<file path="src/rtl/xsc_pkg.sv">
// Shared types and constants for the xor stream cipher with fold tag.
// Used by the key unit, the tag memory, the top level and the port checker.
// No dependencies.
`timescale 1ns / 1ps

package xsc_pkg;

  // fixed geometry
  localparam int unsigned KEY_BYTES = 32;
  localparam int unsigned TAG_BYTES = 16;
  localparam int unsigned POS_W     = $clog2(KEY_BYTES);
  localparam int unsigned TAG_AW    = $clog2(TAG_BYTES);
  localparam int unsigned TCNT_W    = TAG_AW + 1;
  localparam int unsigned KEY_WORDS = 4;
  localparam int unsigned CFG_DW    = 64;
  localparam int unsigned CFG_IW    = 3;
  localparam int unsigned ROT_W     = 16;

  localparam logic [ROT_W-1:0] ROTATE_RESET = 16'd1000;

  // configuration register indexes
  localparam logic [CFG_IW-1:0] CFG_KEY0   = 3'd0;
  localparam logic [CFG_IW-1:0] CFG_KEY1   = 3'd1;
  localparam logic [CFG_IW-1:0] CFG_KEY2   = 3'd2;
  localparam logic [CFG_IW-1:0] CFG_KEY3   = 3'd3;
  localparam logic [CFG_IW-1:0] CFG_ROTATE = 3'd4;

  // operation codes
  localparam logic OP_ENCRYPT = 1'b0;
  localparam logic OP_DECRYPT = 1'b1;

  // result kinds
  localparam logic [1:0] KIND_BYTE   = 2'd0;
  localparam logic [1:0] KIND_TAG    = 2'd1;
  localparam logic [1:0] KIND_STATUS = 2'd2;

  // verdict codes
  localparam logic [1:0] ST_OK        = 2'd0;
  localparam logic [1:0] ST_MISMATCH  = 2'd1;
  localparam logic [1:0] ST_MALFORMED = 2'd2;

  // sequencer states
  typedef enum logic [4:0] {
    S_IDLE    = 5'b00001,
    S_EXEC    = 5'b00010,
    S_TAG_RD  = 5'b00100,
    S_TAG_OUT = 5'b01000,
    S_VERDICT = 5'b10000
  } state_e;

  // configuration write transaction
  typedef struct packed {
    logic              we;
    logic [CFG_IW-1:0] idx;
    logic [CFG_DW-1:0] wdata;
  } cfg_wr_t;

  // tag memory write request
  typedef struct packed {
    logic              we;
    logic [TAG_AW-1:0] addr;
    logic [7:0]        data;
  } tag_wr_t;

endpackage

</file>
<file path="src/rtl/xsc_key_unit.sv">
// Key registers, rotate threshold, key offset and rotation counter.
// Provides the offset key byte for a byte position. Depends on xsc_pkg.
`timescale 1ns / 1ps

module xsc_key_unit import xsc_pkg::*; (
  input  logic             clk_i,
  input  logic             rst_ni,
  input  cfg_wr_t          cfg_i,
  input  logic             rotate_i,
  input  logic [POS_W-1:0] pos_i,
  output logic [7:0]       key_byte_o
);

  logic [KEY_WORDS-1:0][CFG_DW-1:0] key_q;
  logic [ROT_W-1:0]                 rotate_after_q;
  logic [7:0]                       offset_q, offset_d;
  logic [ROT_W-1:0]                 rot_cnt_q, rot_cnt_d;
  logic [ROT_W-1:0]                 rot_next;
  logic [CFG_DW-1:0]                key_word;

  // configuration writes
  always_ff @(posedge clk_i or negedge rst_ni) begin
    if (!rst_ni) begin
      key_q          <= '0;
      rotate_after_q <= ROTATE_RESET;
    end else if (cfg_i.we) begin
      unique case (cfg_i.idx)
        CFG_KEY0:   key_q[0] <= cfg_i.wdata;
        CFG_KEY1:   key_q[1] <= cfg_i.wdata;
        CFG_KEY2:   key_q[2] <= cfg_i.wdata;
        CFG_KEY3:   key_q[3] <= cfg_i.wdata;
        CFG_ROTATE: rotate_after_q <= cfg_i.wdata[ROT_W-1:0];
        default:    ;
      endcase
    end
  end

  // message counter advances per encrypted message, offset at threshold
  always_comb begin
    rot_next  = rot_cnt_q + {{(ROT_W-1){1'b0}}, 1'b1};
    offset_d  = offset_q;
    rot_cnt_d = rot_cnt_q;
    if (rotate_i) begin
      if (rot_next >= rotate_after_q) begin
        offset_d  = offset_q + 8'd1;
        rot_cnt_d = '0;
      end else begin
        rot_cnt_d = rot_next;
      end
    end
  end

  always_ff @(posedge clk_i or negedge rst_ni) begin
    if (!rst_ni) begin
      offset_q  <= '0;
      rot_cnt_q <= '0;
    end else begin
      offset_q  <= offset_d;
      rot_cnt_q <= rot_cnt_d;
    end
  end

  // key byte lookup plus offset
  assign key_word   = key_q[pos_i[POS_W-1:3]];
  assign key_byte_o = key_word[{pos_i[2:0], 3'b000} +: 8] + offset_q;

endmodule

</file>
<file path="src/rtl/xsc_tag_mem.sv">
// Fold tag accumulator: 16 x 8 synchronous memory with a registered read, read data in
// the cycle after the request, and per-entry valid bits so a whole message clears at once. Depends on xsc_pkg.
`timescale 1ns / 1ps

module xsc_tag_mem import xsc_pkg::*; (
  input  logic              clk_i,
  input  logic              rst_ni,
  input  logic              re_i,
  input  logic [TAG_AW-1:0] raddr_i,
  input  tag_wr_t           wr_i,
  input  logic              clr_i,
  output logic [7:0]        rd_data_o
);

  logic [7:0]           mem_q [TAG_BYTES];
  logic [TAG_BYTES-1:0] valid_q;
  logic [7:0]           rd_q;
  logic                 rd_valid_q;

  // storage array, no reset
  always_ff @(posedge clk_i) begin
    if (wr_i.we) begin
      mem_q[wr_i.addr] <= wr_i.data;
    end
    if (re_i) begin
      rd_q <= mem_q[raddr_i];
    end
  end

  // valid bits: an entry not written this message reads as zero
  always_ff @(posedge clk_i or negedge rst_ni) begin
    if (!rst_ni) begin
      valid_q    <= '0;
      rd_valid_q <= 1'b0;
    end else begin
      if (clr_i) begin
        valid_q <= '0;
      end else if (wr_i.we) begin
        valid_q[wr_i.addr] <= 1'b1;
      end
      if (re_i) begin
        rd_valid_q <= valid_q[raddr_i];
      end
    end
  end

  assign rd_data_o = rd_valid_q ? rd_q : 8'h00;

endmodule

</file>
<file path="src/rtl/xor_stream_cipher_with_fold_tag.sv">
// Top level of the xor stream cipher with 16-byte fold tag.
// Depends on xsc_pkg, xsc_key_unit and xsc_tag_mem.
//
//   channel  | signals                                              | dir
//   ---------+------------------------------------------------------+-----
//   input    | in_valid_i/in_ready_o, operation, data_in, tag_flag, | in
//            | no_data, end_of_message                              |
//   output   | out_valid_o/out_ready_i, data_out, kind, status,     | out
//            | last_of_run                                          |
//   config   | cfg_we_i, cfg_idx_i, cfg_wdata_i                     | in
//
// An item with a byte is accepted with a tag memory read; in S_EXEC a payload byte
// is modified and written back, a tag byte compared. An item with neither byte nor
// end stays in S_IDLE. Encrypt end of message adds a read then an emit per tag byte
// (S_TAG_RD, then S_TAG_OUT); decrypt end adds S_VERDICT. The registered tag memory
// read sets these. Reset clears control state and tag valid bits at once; no
// clearing pass. A stalled output holds the sequencer in place with nothing lost.
`timescale 1ns / 1ps

module xor_stream_cipher_with_fold_tag import xsc_pkg::*; (
  input  logic              clk_i,
  input  logic              rst_ni,
  input  logic              in_valid_i,
  output logic              in_ready_o,
  input  logic              operation_i,
  input  logic [7:0]        data_in_i,
  input  logic              tag_flag_i,
  input  logic              no_data_i,
  input  logic              end_of_message_i,
  output logic              out_valid_o,
  input  logic              out_ready_i,
  output logic [7:0]        data_out_o,
  output logic [1:0]        kind_o,
  output logic [1:0]        status_o,
  output logic              last_of_run_o,
  input  logic              cfg_we_i,
  input  logic [CFG_IW-1:0] cfg_idx_i,
  input  logic [CFG_DW-1:0] cfg_wdata_i
);

  state_e state_q, state_d;

  // captured transaction
  logic       op_q, tag_q, has_q, eom_q;
  logic [7:0] din_q;

  // message state
  logic [POS_W-1:0]  pos_q, pos_d;
  logic [TCNT_W-1:0] tbs_q, tbs_d;
  logic              mm_q, mm_d;
  logic              ord_q, ord_d;
  logic [TAG_AW-1:0] idx_q, idx_d;
  logic              clr_msg;

  // output register
  logic       out_valid_q, out_valid_d;
  logic [7:0] out_data_q, out_data_d;
  logic [1:0] out_kind_q, out_kind_d;
  logic [1:0] out_st_q, out_st_d;
  logic       out_last_q, out_last_d;
  logic       out_load, out_free;

  // memory and key signals
  logic              mem_re;
  logic [TAG_AW-1:0] mem_raddr;
  tag_wr_t           mem_wr;
  logic [7:0]        acc;
  logic [7:0]        key_byte;
  logic [7:0]        xb;
  logic              rotate;
  cfg_wr_t           cfg;
  logic              accept;

  // item decode
  logic is_pay, is_tag, pay_ok;

  assign cfg.we    = cfg_we_i;
  assign cfg.idx   = cfg_idx_i;
  assign cfg.wdata = cfg_wdata_i;

  xsc_key_unit u_key (
    .clk_i      (clk_i),
    .rst_ni     (rst_ni),
    .cfg_i      (cfg),
    .rotate_i   (rotate),
    .pos_i      (pos_q),
    .key_byte_o (key_byte)
  );

  xsc_tag_mem u_tag (
    .clk_i     (clk_i),
    .rst_ni    (rst_ni),
    .re_i      (mem_re),
    .raddr_i   (mem_raddr),
    .wr_i      (mem_wr),
    .clr_i     (clr_msg),
    .rd_data_o (acc)
  );

  assign in_ready_o = (state_q == S_IDLE);
  assign accept     = in_valid_i && in_ready_o;
  assign out_free   = !out_valid_q || out_ready_i;

  assign xb     = din_q ^ key_byte;
  assign is_pay = has_q && ((op_q == OP_ENCRYPT) || !tag_q);
  assign is_tag = has_q && (op_q == OP_DECRYPT) && tag_q;
  assign pay_ok = is_pay && ((op_q == OP_ENCRYPT) || (tbs_q == '0));

  // memory read address: tag slot for a received tag byte or the tag readout, else position
  always_comb begin
    mem_re    = 1'b0;
    mem_raddr = pos_q[TAG_AW-1:0];
    if (state_q == S_IDLE) begin
      mem_re = accept;
      if ((operation_i == OP_DECRYPT) && tag_flag_i) begin
        mem_raddr = tbs_q[TAG_AW-1:0];
      end
    end else if (state_q == S_TAG_RD) begin
      mem_re    = 1'b1;
      mem_raddr = idx_q;
    end
  end

  // sequencer
  always_comb begin
    state_d     = state_q;
    pos_d       = pos_q;
    tbs_d       = tbs_q;
    mm_d        = mm_q;
    ord_d       = ord_q;
    idx_d       = idx_q;
    clr_msg     = 1'b0;
    rotate      = 1'b0;
    mem_wr.we   = 1'b0;
    mem_wr.addr = pos_q[TAG_AW-1:0];
    mem_wr.data = acc ^ ((op_q == OP_ENCRYPT) ? din_q : xb);
    out_load    = 1'b0;
    out_data_d  = out_data_q;
    out_kind_d  = out_kind_q;
    out_st_d    = out_st_q;
    out_last_d  = out_last_q;

    unique case (state_q)
      S_IDLE: begin
        if (accept && !(no_data_i && !end_of_message_i)) begin
          state_d = S_EXEC;
        end
      end

      S_EXEC: begin
        if (!pay_ok || out_free) begin
          if (pay_ok) begin
            mem_wr.we  = 1'b1;
            pos_d      = pos_q + {{(POS_W-1){1'b0}}, 1'b1};
            out_load   = 1'b1;
            out_data_d = xb;
            out_kind_d = KIND_BYTE;
            out_st_d   = ST_OK;
            out_last_d = !eom_q;
          end else if (is_pay) begin
            // payload after a tag byte
            ord_d = 1'b1;
          end
          if (is_tag) begin
            if (tbs_q[TCNT_W-1]) begin
              ord_d = 1'b1;
            end else begin
              if (acc != din_q) begin
                mm_d = 1'b1;
              end
              tbs_d = tbs_q + {{(TCNT_W-1){1'b0}}, 1'b1};
            end
          end
          idx_d = '0;
          if (!eom_q) begin
            state_d = S_IDLE;
          end else if (op_q == OP_ENCRYPT) begin
            state_d = S_TAG_RD;
          end else begin
            state_d = S_VERDICT;
          end
        end
      end

      S_TAG_RD: begin
        state_d = S_TAG_OUT;
      end

      S_TAG_OUT: begin
        if (out_free) begin
          out_load   = 1'b1;
          out_data_d = acc;
          out_kind_d = KIND_TAG;
          out_st_d   = ST_OK;
          out_last_d = (idx_q == TAG_AW'(TAG_BYTES - 1));
          if (idx_q == TAG_AW'(TAG_BYTES - 1)) begin
            clr_msg = 1'b1;
            rotate  = 1'b1;
            state_d = S_IDLE;
          end else begin
            idx_d   = idx_q + {{(TAG_AW-1){1'b0}}, 1'b1};
            state_d = S_TAG_RD;
          end
        end
      end

      S_VERDICT: begin
        if (out_free) begin
          out_load   = 1'b1;
          out_data_d = 8'h00;
          out_kind_d = KIND_STATUS;
          out_last_d = 1'b1;
          if (ord_q || (tbs_q != TCNT_W'(TAG_BYTES))) begin
            out_st_d = ST_MALFORMED;
          end else if (mm_q) begin
            out_st_d = ST_MISMATCH;
          end else begin
            out_st_d = ST_OK;
          end
          clr_msg = 1'b1;
          state_d = S_IDLE;
        end
      end

      default: state_d = S_IDLE;
    endcase

    if (clr_msg) begin
      pos_d = '0;
      tbs_d = '0;
      mm_d  = 1'b0;
      ord_d = 1'b0;
    end
  end

  // output valid tracking
  always_comb begin
    out_valid_d = out_valid_q;
    if (out_load) begin
      out_valid_d = 1'b1;
    end else if (out_ready_i) begin
      out_valid_d = 1'b0;
    end
  end

  // control registers
  always_ff @(posedge clk_i or negedge rst_ni) begin
    if (!rst_ni) begin
      state_q     <= S_IDLE;
      pos_q       <= '0;
      tbs_q       <= '0;
      mm_q        <= 1'b0;
      ord_q       <= 1'b0;
      idx_q       <= '0;
      out_valid_q <= 1'b0;
    end else begin
      state_q     <= state_d;
      pos_q       <= pos_d;
      tbs_q       <= tbs_d;
      mm_q        <= mm_d;
      ord_q       <= ord_d;
      idx_q       <= idx_d;
      out_valid_q <= out_valid_d;
    end
  end

  // payload registers
  always_ff @(posedge clk_i) begin
    if (accept) begin
      op_q  <= operation_i;
      din_q <= data_in_i;
      tag_q <= tag_flag_i;
      has_q <= !no_data_i;
      eom_q <= end_of_message_i;
    end
    if (out_load) begin
      out_data_q <= out_data_d;
      out_kind_q <= out_kind_d;
      out_st_q   <= out_st_d;
      out_last_q <= out_last_d;
    end
  end

  assign out_valid_o   = out_valid_q;
  assign data_out_o    = out_data_q;
  assign kind_o        = out_kind_q;
  assign status_o      = out_st_q;
  assign last_of_run_o = out_last_q;

endmodule

</file>
<file path="config.mk">
export PLATFORM = sky130hd
export DESIGN_NAME = xor_stream_cipher_with_fold_tag
export DESIGN_NICKNAME = d
export VERILOG_FILES = /design/src/rtl/xsc_pkg.sv /design/src/rtl/xsc_key_unit.sv /design/src/rtl/xsc_tag_mem.sv /design/src/rtl/xor_stream_cipher_with_fold_tag.sv
export SDC_FILE = /design/constraint.sdc
export NUM_CORES = 1
export LEC_CHECK = 0
export ABC_CLOCK_PERIOD_IN_PS = 5600
export BUFFER_PORTS_ARGS = -buffer_cell sky130_fd_sc_hd__buf_2
export CORE_ASPECT_RATIO = 1.25
export CORE_MARGIN = 3
export CORE_UTILIZATION = 60
export DETAILED_ROUTE_END_ITERATION = 12
export GPL_TIMING_DRIVEN = 0
export PLACE_DENSITY = 0.86
export SETUP_SLACK_MARGIN = 0.1
export SYNTH_ARGS = -nofsm -noshare
export SYNTH_HDL_FRONTEND = slang
export SYNTH_SLANG_ARGS = --single-unit
</file>
<file path="constraint.sdc">
create_clock -name clk_i -period 5.6 [get_ports clk_i]
set_input_delay 1.12 -clock clk_i [delete_from_list [all_inputs] [get_ports clk_i]]
set_output_delay 1.12 -clock clk_i [all_outputs]
set_load 0.01 [all_outputs]
</file>
; Yosys cells after proc, flatten, opt, wreduce, memory -nomap -nowiden
; Memories as Yosys holds them, arrays and structs flattened. A register that Yosys moved wholly into a read port is not among the register bits.
; Cells that the tools add are included.
[word_totals]
ff_bits = 360
ramBits = 128
input_bits = 84
output_inout_bits = 15
elab_cells = 192
n_memories = 1
[memory_table]
columns = memory, words, width, read_ports, rd_ports_with_merged_regs, wr, line_no
row1 = u_tag.mem_q, 16, 8, 1, 1, 1, xsc_tag_mem.sv:15  ; logic [7:0] mem_q [TAG_BYTES];
[op_classes]
n_addsub = 6
n_lt_le_gt_ge = 5
n_eq_ne = 19
shift = 1
mux = 83
n_bitwise = 4
reduce_logical = 47
[op_table]
columns = op, count
row1 = 64-bit binary-select mux with 2-bit select, 1
row2 = 5-bit two-way mux, 15
row3 = 64-bit two-way mux, 1
row4 = 64-bit by 7-bit indexed part select with 8-bit output, 1
row5 = 16-bit two-way mux, 3
row6 = 8-bit two-way mux, 6
row7 = 1-bit two-way mux, 33
row8 = 5-bit one-hot mux with 5 select lines, 1
row9 = 4-bit two-way mux, 6
row10 = 8-bit one-hot mux with 3 select lines, 1
row11 = "16-bit by 1-bit adder with 16-bit output, second input constant", 1
row12 = 16-bit >= comparator, 1
row13 = 16-bit bitwise OR, 1
row14 = 2-bit nonzero test, 8
row15 = 8-bit XOR, 2
row16 = 2-bit two-way mux, 7
row17 = 2-bit AND reduction, 7
row18 = 2-bit one-hot mux with 3 select lines, 2
row19 = 4-bit AND reduction, 3
row20 = "5-bit by 1-bit adder with 5-bit output, second input constant", 2
row21 = "4-bit by 5-bit < comparator with 1-bit output, second input constant", 2
row22 = "2-bit inequality test, second input constant", 5
row23 = 1-bit logical AND, 9
row24 = "8-bit by 1-bit adder with 8-bit output, second input constant", 1
row25 = other kinds (32), 46

; Logic depth before layout (Yosys ltp)
[depth]
depth_word = 10
ltp_mapped = 17
depth_no_buf = 14

; By module
; From an unflattened synthesis, not the netlist that was laid out.
[hier_totals]
hier_cells = 1436
area_unflattened_um2 = 22457.8
[by_module_without_submodules]
columns = module, instances, cells_each, area_per_inst_um2, seq_area_each_um2
row1 = xsc_key_unit, 1, 936, 13988.4, 7414.6
row2 = xsc_tag_mem, 1, 276, 6007.0, 4509.3
row3 = xor_stream_cipher_with_fold_tag, 1, 224, 2462.4, 1302.5

; Least setup slack after synthesis
; No wires, ideal clock.
[synth_path]
path_kind = reg2reg
start = register pos_q[4]
end = memory u_tag.mem_q[0][7], data pin
setup_time_ns = 0.297
arrival_ns = 4.183
required_ns = 5.303
path_slack_ns = 1.120
path_stages_with_launch = 17
path_buffers = 3
period_less_slack_ns = 4.480
cell_sequence = dfrtp_1 > buf_4 > buf_1 > buf_1 > mux4_2 > mux4_2 > mux2i_1 > inv_1 > ha_1 > a21oi_1 > nor2b_1 > o21ai_0 > a21boi_0 > o41a_1 > xnor2_1 > nand2_1 > xnor2_1
[synth_lines]
columns = element, line_no
row1 = from (decl), xor_stream_cipher_with_fold_tag.sv:48  ; logic [POS_W-1:0] pos_q, pos_d;
row2 = from (signal assigned), xor_stream_cipher_with_fold_tag.sv:258  ; pos_q <= pos_d;
row3 = to (decl), xsc_tag_mem.sv:15

==> metrics.cfg <==
[layout]
final_common_cell = dfrtp_1
syn2layout_area_growth_pct = 12.3
fin_area_sq_um = 25400
layout-drive-gt1-share = 0.327
finalNetCount = 1835
final_util = 0.690
mostFrequentLayoutCells = dfrtp_1 (328), mux2_2 (279), edfxtp_1 (161), buf_2 (106), nand2_1 (101)

[power]
power-per-cell-area_nw_per_um2 = 446
vdd_drop_max_mv = 0.300
p_total_mw = 11.3
p_leak_nw = 10.3

[timing]
finalHoldViolations = 0
report.final.slew_viol_count = 0
finClkSkew_ns = 0.0207
finalSetupViolations = 0
worst_pin_slew_ns = 1.25
max_slew_margin = 0.158
finalCriticalPeriod_ns = 5.26
fmax_mhz = 190
rsz0062_at_grt = no
fin_crit_sh = 0.939

[grt]
grt_pass1_vias = 14600
track_usage = 0.253
grt_pass1_wl_microns = 80100
gr-total-overflow = 0
grt_max_degree = 135
antenna_found_initial = 4

[drt]
remaining_drc_errors = 0
wire_per_inst_microns = 23.0
finalWirelength_microns = 51400
viasPerCell = 6.17
postRouteAntennaNets = 0
vias = 13800
firstDrtPassIters = 7
drt-initial-drc-count = 1383

[placed_design]
dp_hpwl_microns = 35700
place_congestion = 0.854
io_buffer_count = 98
dpl-instance-area_sq_um = 23800

[hold_path]
holdCritPathClass = flop to flop
hold_depth = 1

[logic_synthesis]
synth_warnings = 0
synth_cells = 1571
synth.avg_cell_area_sq_um = 14.4
synth_edf_count = 161
syn_area_sq_um = 22600
ys_async_sr_fraction = 0.675
synth_cell_types = 56
syn-num-nets = 1688
ys.flop_type = dfrtp_1
ys_seq_area_frac = 0.585
ys_seq_elements = 496

[clocking]
cts_buffers = 45
clk_path_buf_depth = 3
cts_root_buf = clkbuf_16
cts_tree = built
worstSkewPairLatency_ns = 0.56
clkTransAtPathRegs_ns = 0.06
h-tree-depth = 2
numClockSinks = 496

[die]
placementRows = 78
core_area_sq_um = 36800
initial_utilization = 0.615
pin_count = 99
die_h_microns = 223
die_w_microns = 180
dieArea_sq_um = 40100

[setup_path]
timing.rr.start = pos_q[3]
path_max_fanout = 16
critical_path_class = flop to flop
critical_path.startpoint = pos_q[3]
reg2reg_depth = 17
endpoint_kind = flop
worstReg2RegEnd = u_tag.mem_q[10][7]
ff2ff_setup_slack_ns = 0.34
cp_common_cell = mux4_2
cpPeakStageDelay_ns = 0.57
crit_required_ns = 5.90
cp_slowest_cell = mux4_2
cp.arrival_ns = 5.56
start_kind = flop
crit_end = u_tag.mem_q[10][7]
path_cells = clkbuf_1 -> buf_2 -> clkbuf_4 -> mux4_2 -> mux4_2 -> mux2i_1 -> inv_1 -> ha_1 -> a21oi_1 -> nor2b_1 -> o21ai_0 -> a21boi_0 -> o41a_1 -> xnor2_1 -> nand2_1 -> xnor2_4 -> buf_12

[job]
maxCapViolCount = 0

[run_status]
status = finished, final reports clean

[metal layers]
| layer | track usage | part of all wire | wire, microns | vias to the layer above |
|---|---|---|---|---|
| met5 | 0 | 0.00037 | 19 | - |
| met4 | 0.0921 | 0.035 | 1810 | 2 |
| met3 | 0.0377 | 0.049 | 2520 | 102 |
| met2 | 0.471 | 0.54 | 28000 | 453 |
| met1 | 0.298 | 0.37 | 19100 | 7145 |
| li1 | - | - | - | 6083 |
[worst max-delay path, delay by kind of cell (launching register included)]
| family | cells | cell delay, ns |
|---|---|---|
| AND/OR/NAND/NOR | 2 | 0.28 |
| adder cells (fa/ha/maj) | 1 | 0.29 |
| multiplexers | 3 | 1.49 |
| flip-flops | 1 | 0.33 |
| XOR/XNOR | 2 | 0.55 |
| AO/OA/AOI/OAI | 4 | 0.75 |
| buffers and inverters | 5 | 1.30 |
[synthesized netlist by cell type (8+ instances only)]
| master | number | area, sq um |
|---|---|---|
| mux2i_1 | 78 | 781 |
| dfrtp_1 | 328 | 8210 |
| clkbuf_1 | 55 | 206 |
| edfxtp_1 | 161 | 4830 |
| inv_1 | 32 | 120 |
| nor2_1 | 91 | 342 |
| mux2_2 | 279 | 3140 |
| a22o_1 | 8 | 70.1 |
| mux4_2 | 80 | 1800 |
| buf_1 | 11 | 41.3 |
| ha_1 | 32 | 400 |
| a22oi_1 | 12 | 90.1 |
| o21ai_0 | 44 | 220 |
| xor2_1 | 23 | 201 |
| nand2b_1 | 13 | 81.3 |
| o211ai_1 | 18 | 135 |
| nand3_1 | 31 | 155 |
| nand2_1 | 101 | 379 |
| buf_2 | 9 | 45.0 |
| nor3_1 | 9 | 45.0 |
| xnor2_1 | 40 | 350 |
| a21oi_1 | 12 | 60.1 |
| nand4_1 | 9 | 56.3 |
[worst min path at each step]
| stage | startpoint | endpoint | slack [ns] |
|---|---|---|---|
| after floorplan | mm_q | mm_q | 0.45 |
| after detailed placement | u_key.offset_q[7] | u_key.offset_q[7] | 0.48 |
| after global routing | u_key.key_q[190] | u_key.key_q[190] | 0.51 |
| after CTS | u_key.offset_q[7] | u_key.offset_q[7] | 0.49 |
| after global placement | u_key.offset_q[7] | u_key.offset_q[7] | 0.48 |
| final | u_key.offset_q[7] | u_key.offset_q[7] | 0.49 |
[where the power goes]
part	switching [mW]	internal, mW	total, mW
Combinational	1.78	1.44	3.23
Clock	1.31	1.79	3.10
Sequential	0.328	4.68	5.01
Total	3.42	7.92	11.3
[layout make-up]
class,instances,area (sq um)
timing repair buffer,101,576
antenna,2,5.00
clock buffer,65,1290
buffer,81,354
clock inverter,17,191
fill,2306,11400
tap,480,601
sequential,496,13200
inverter,33,124
multi-input combinational,960,9030
[per-stage QoR]
step           setup TNS (ns)  std cells  setup WS (ns)  hold WS [ns]
3_5_place_dp           -43.49       2151         -0.731         0.479
3_3_place_gp          -867.54       2149          -2.60         0.476
4_1_cts                     0       2232          0.129         0.488
6_report                    0       2235          0.343         0.489
2_1_floorplan               0       1571           1.12         0.454
5_1_grt                     0       2234         0.0899         0.512
[registers in the layout, indices dropped and copies added, names as in the netlist, 2 cells and up]
signal / flops
u_key.rot_cnt_q: 16
data_out_o: 8
tbs_q: 5
state_q: 5
din_q: 8
u_tag.mem_q: 128
status_o: 2
u_key.rotate_after_q: 16
u_tag.rd_q: 8
idx_q: 4
kind_o: 2
u_key.key_q: 256
pos_q: 5
u_key.offset_q: 8
u_tag.valid_q: 16
[cells by family after synthesis]
group | synth area share
AO/OA/AOI/OAI | 0.0398
XOR/XNOR | 0.0244
adder cells (fa/ha/maj) | 0.0186
buffers and inverters | 0.0207
flip-flops | 0.585
multiplexers | 0.254
AND/OR/NAND/NOR | 0.0580
[timing repair]
item                                    4_1_cts  5_1_grt
hold buffers                                  0        0
buffers inserted                              0        1
gates resized for setup                      11       12
endpoints found under the setup margin      112       64
pin swaps                                     0        1
No activity file was read; power rests on OpenSTA's default activity.
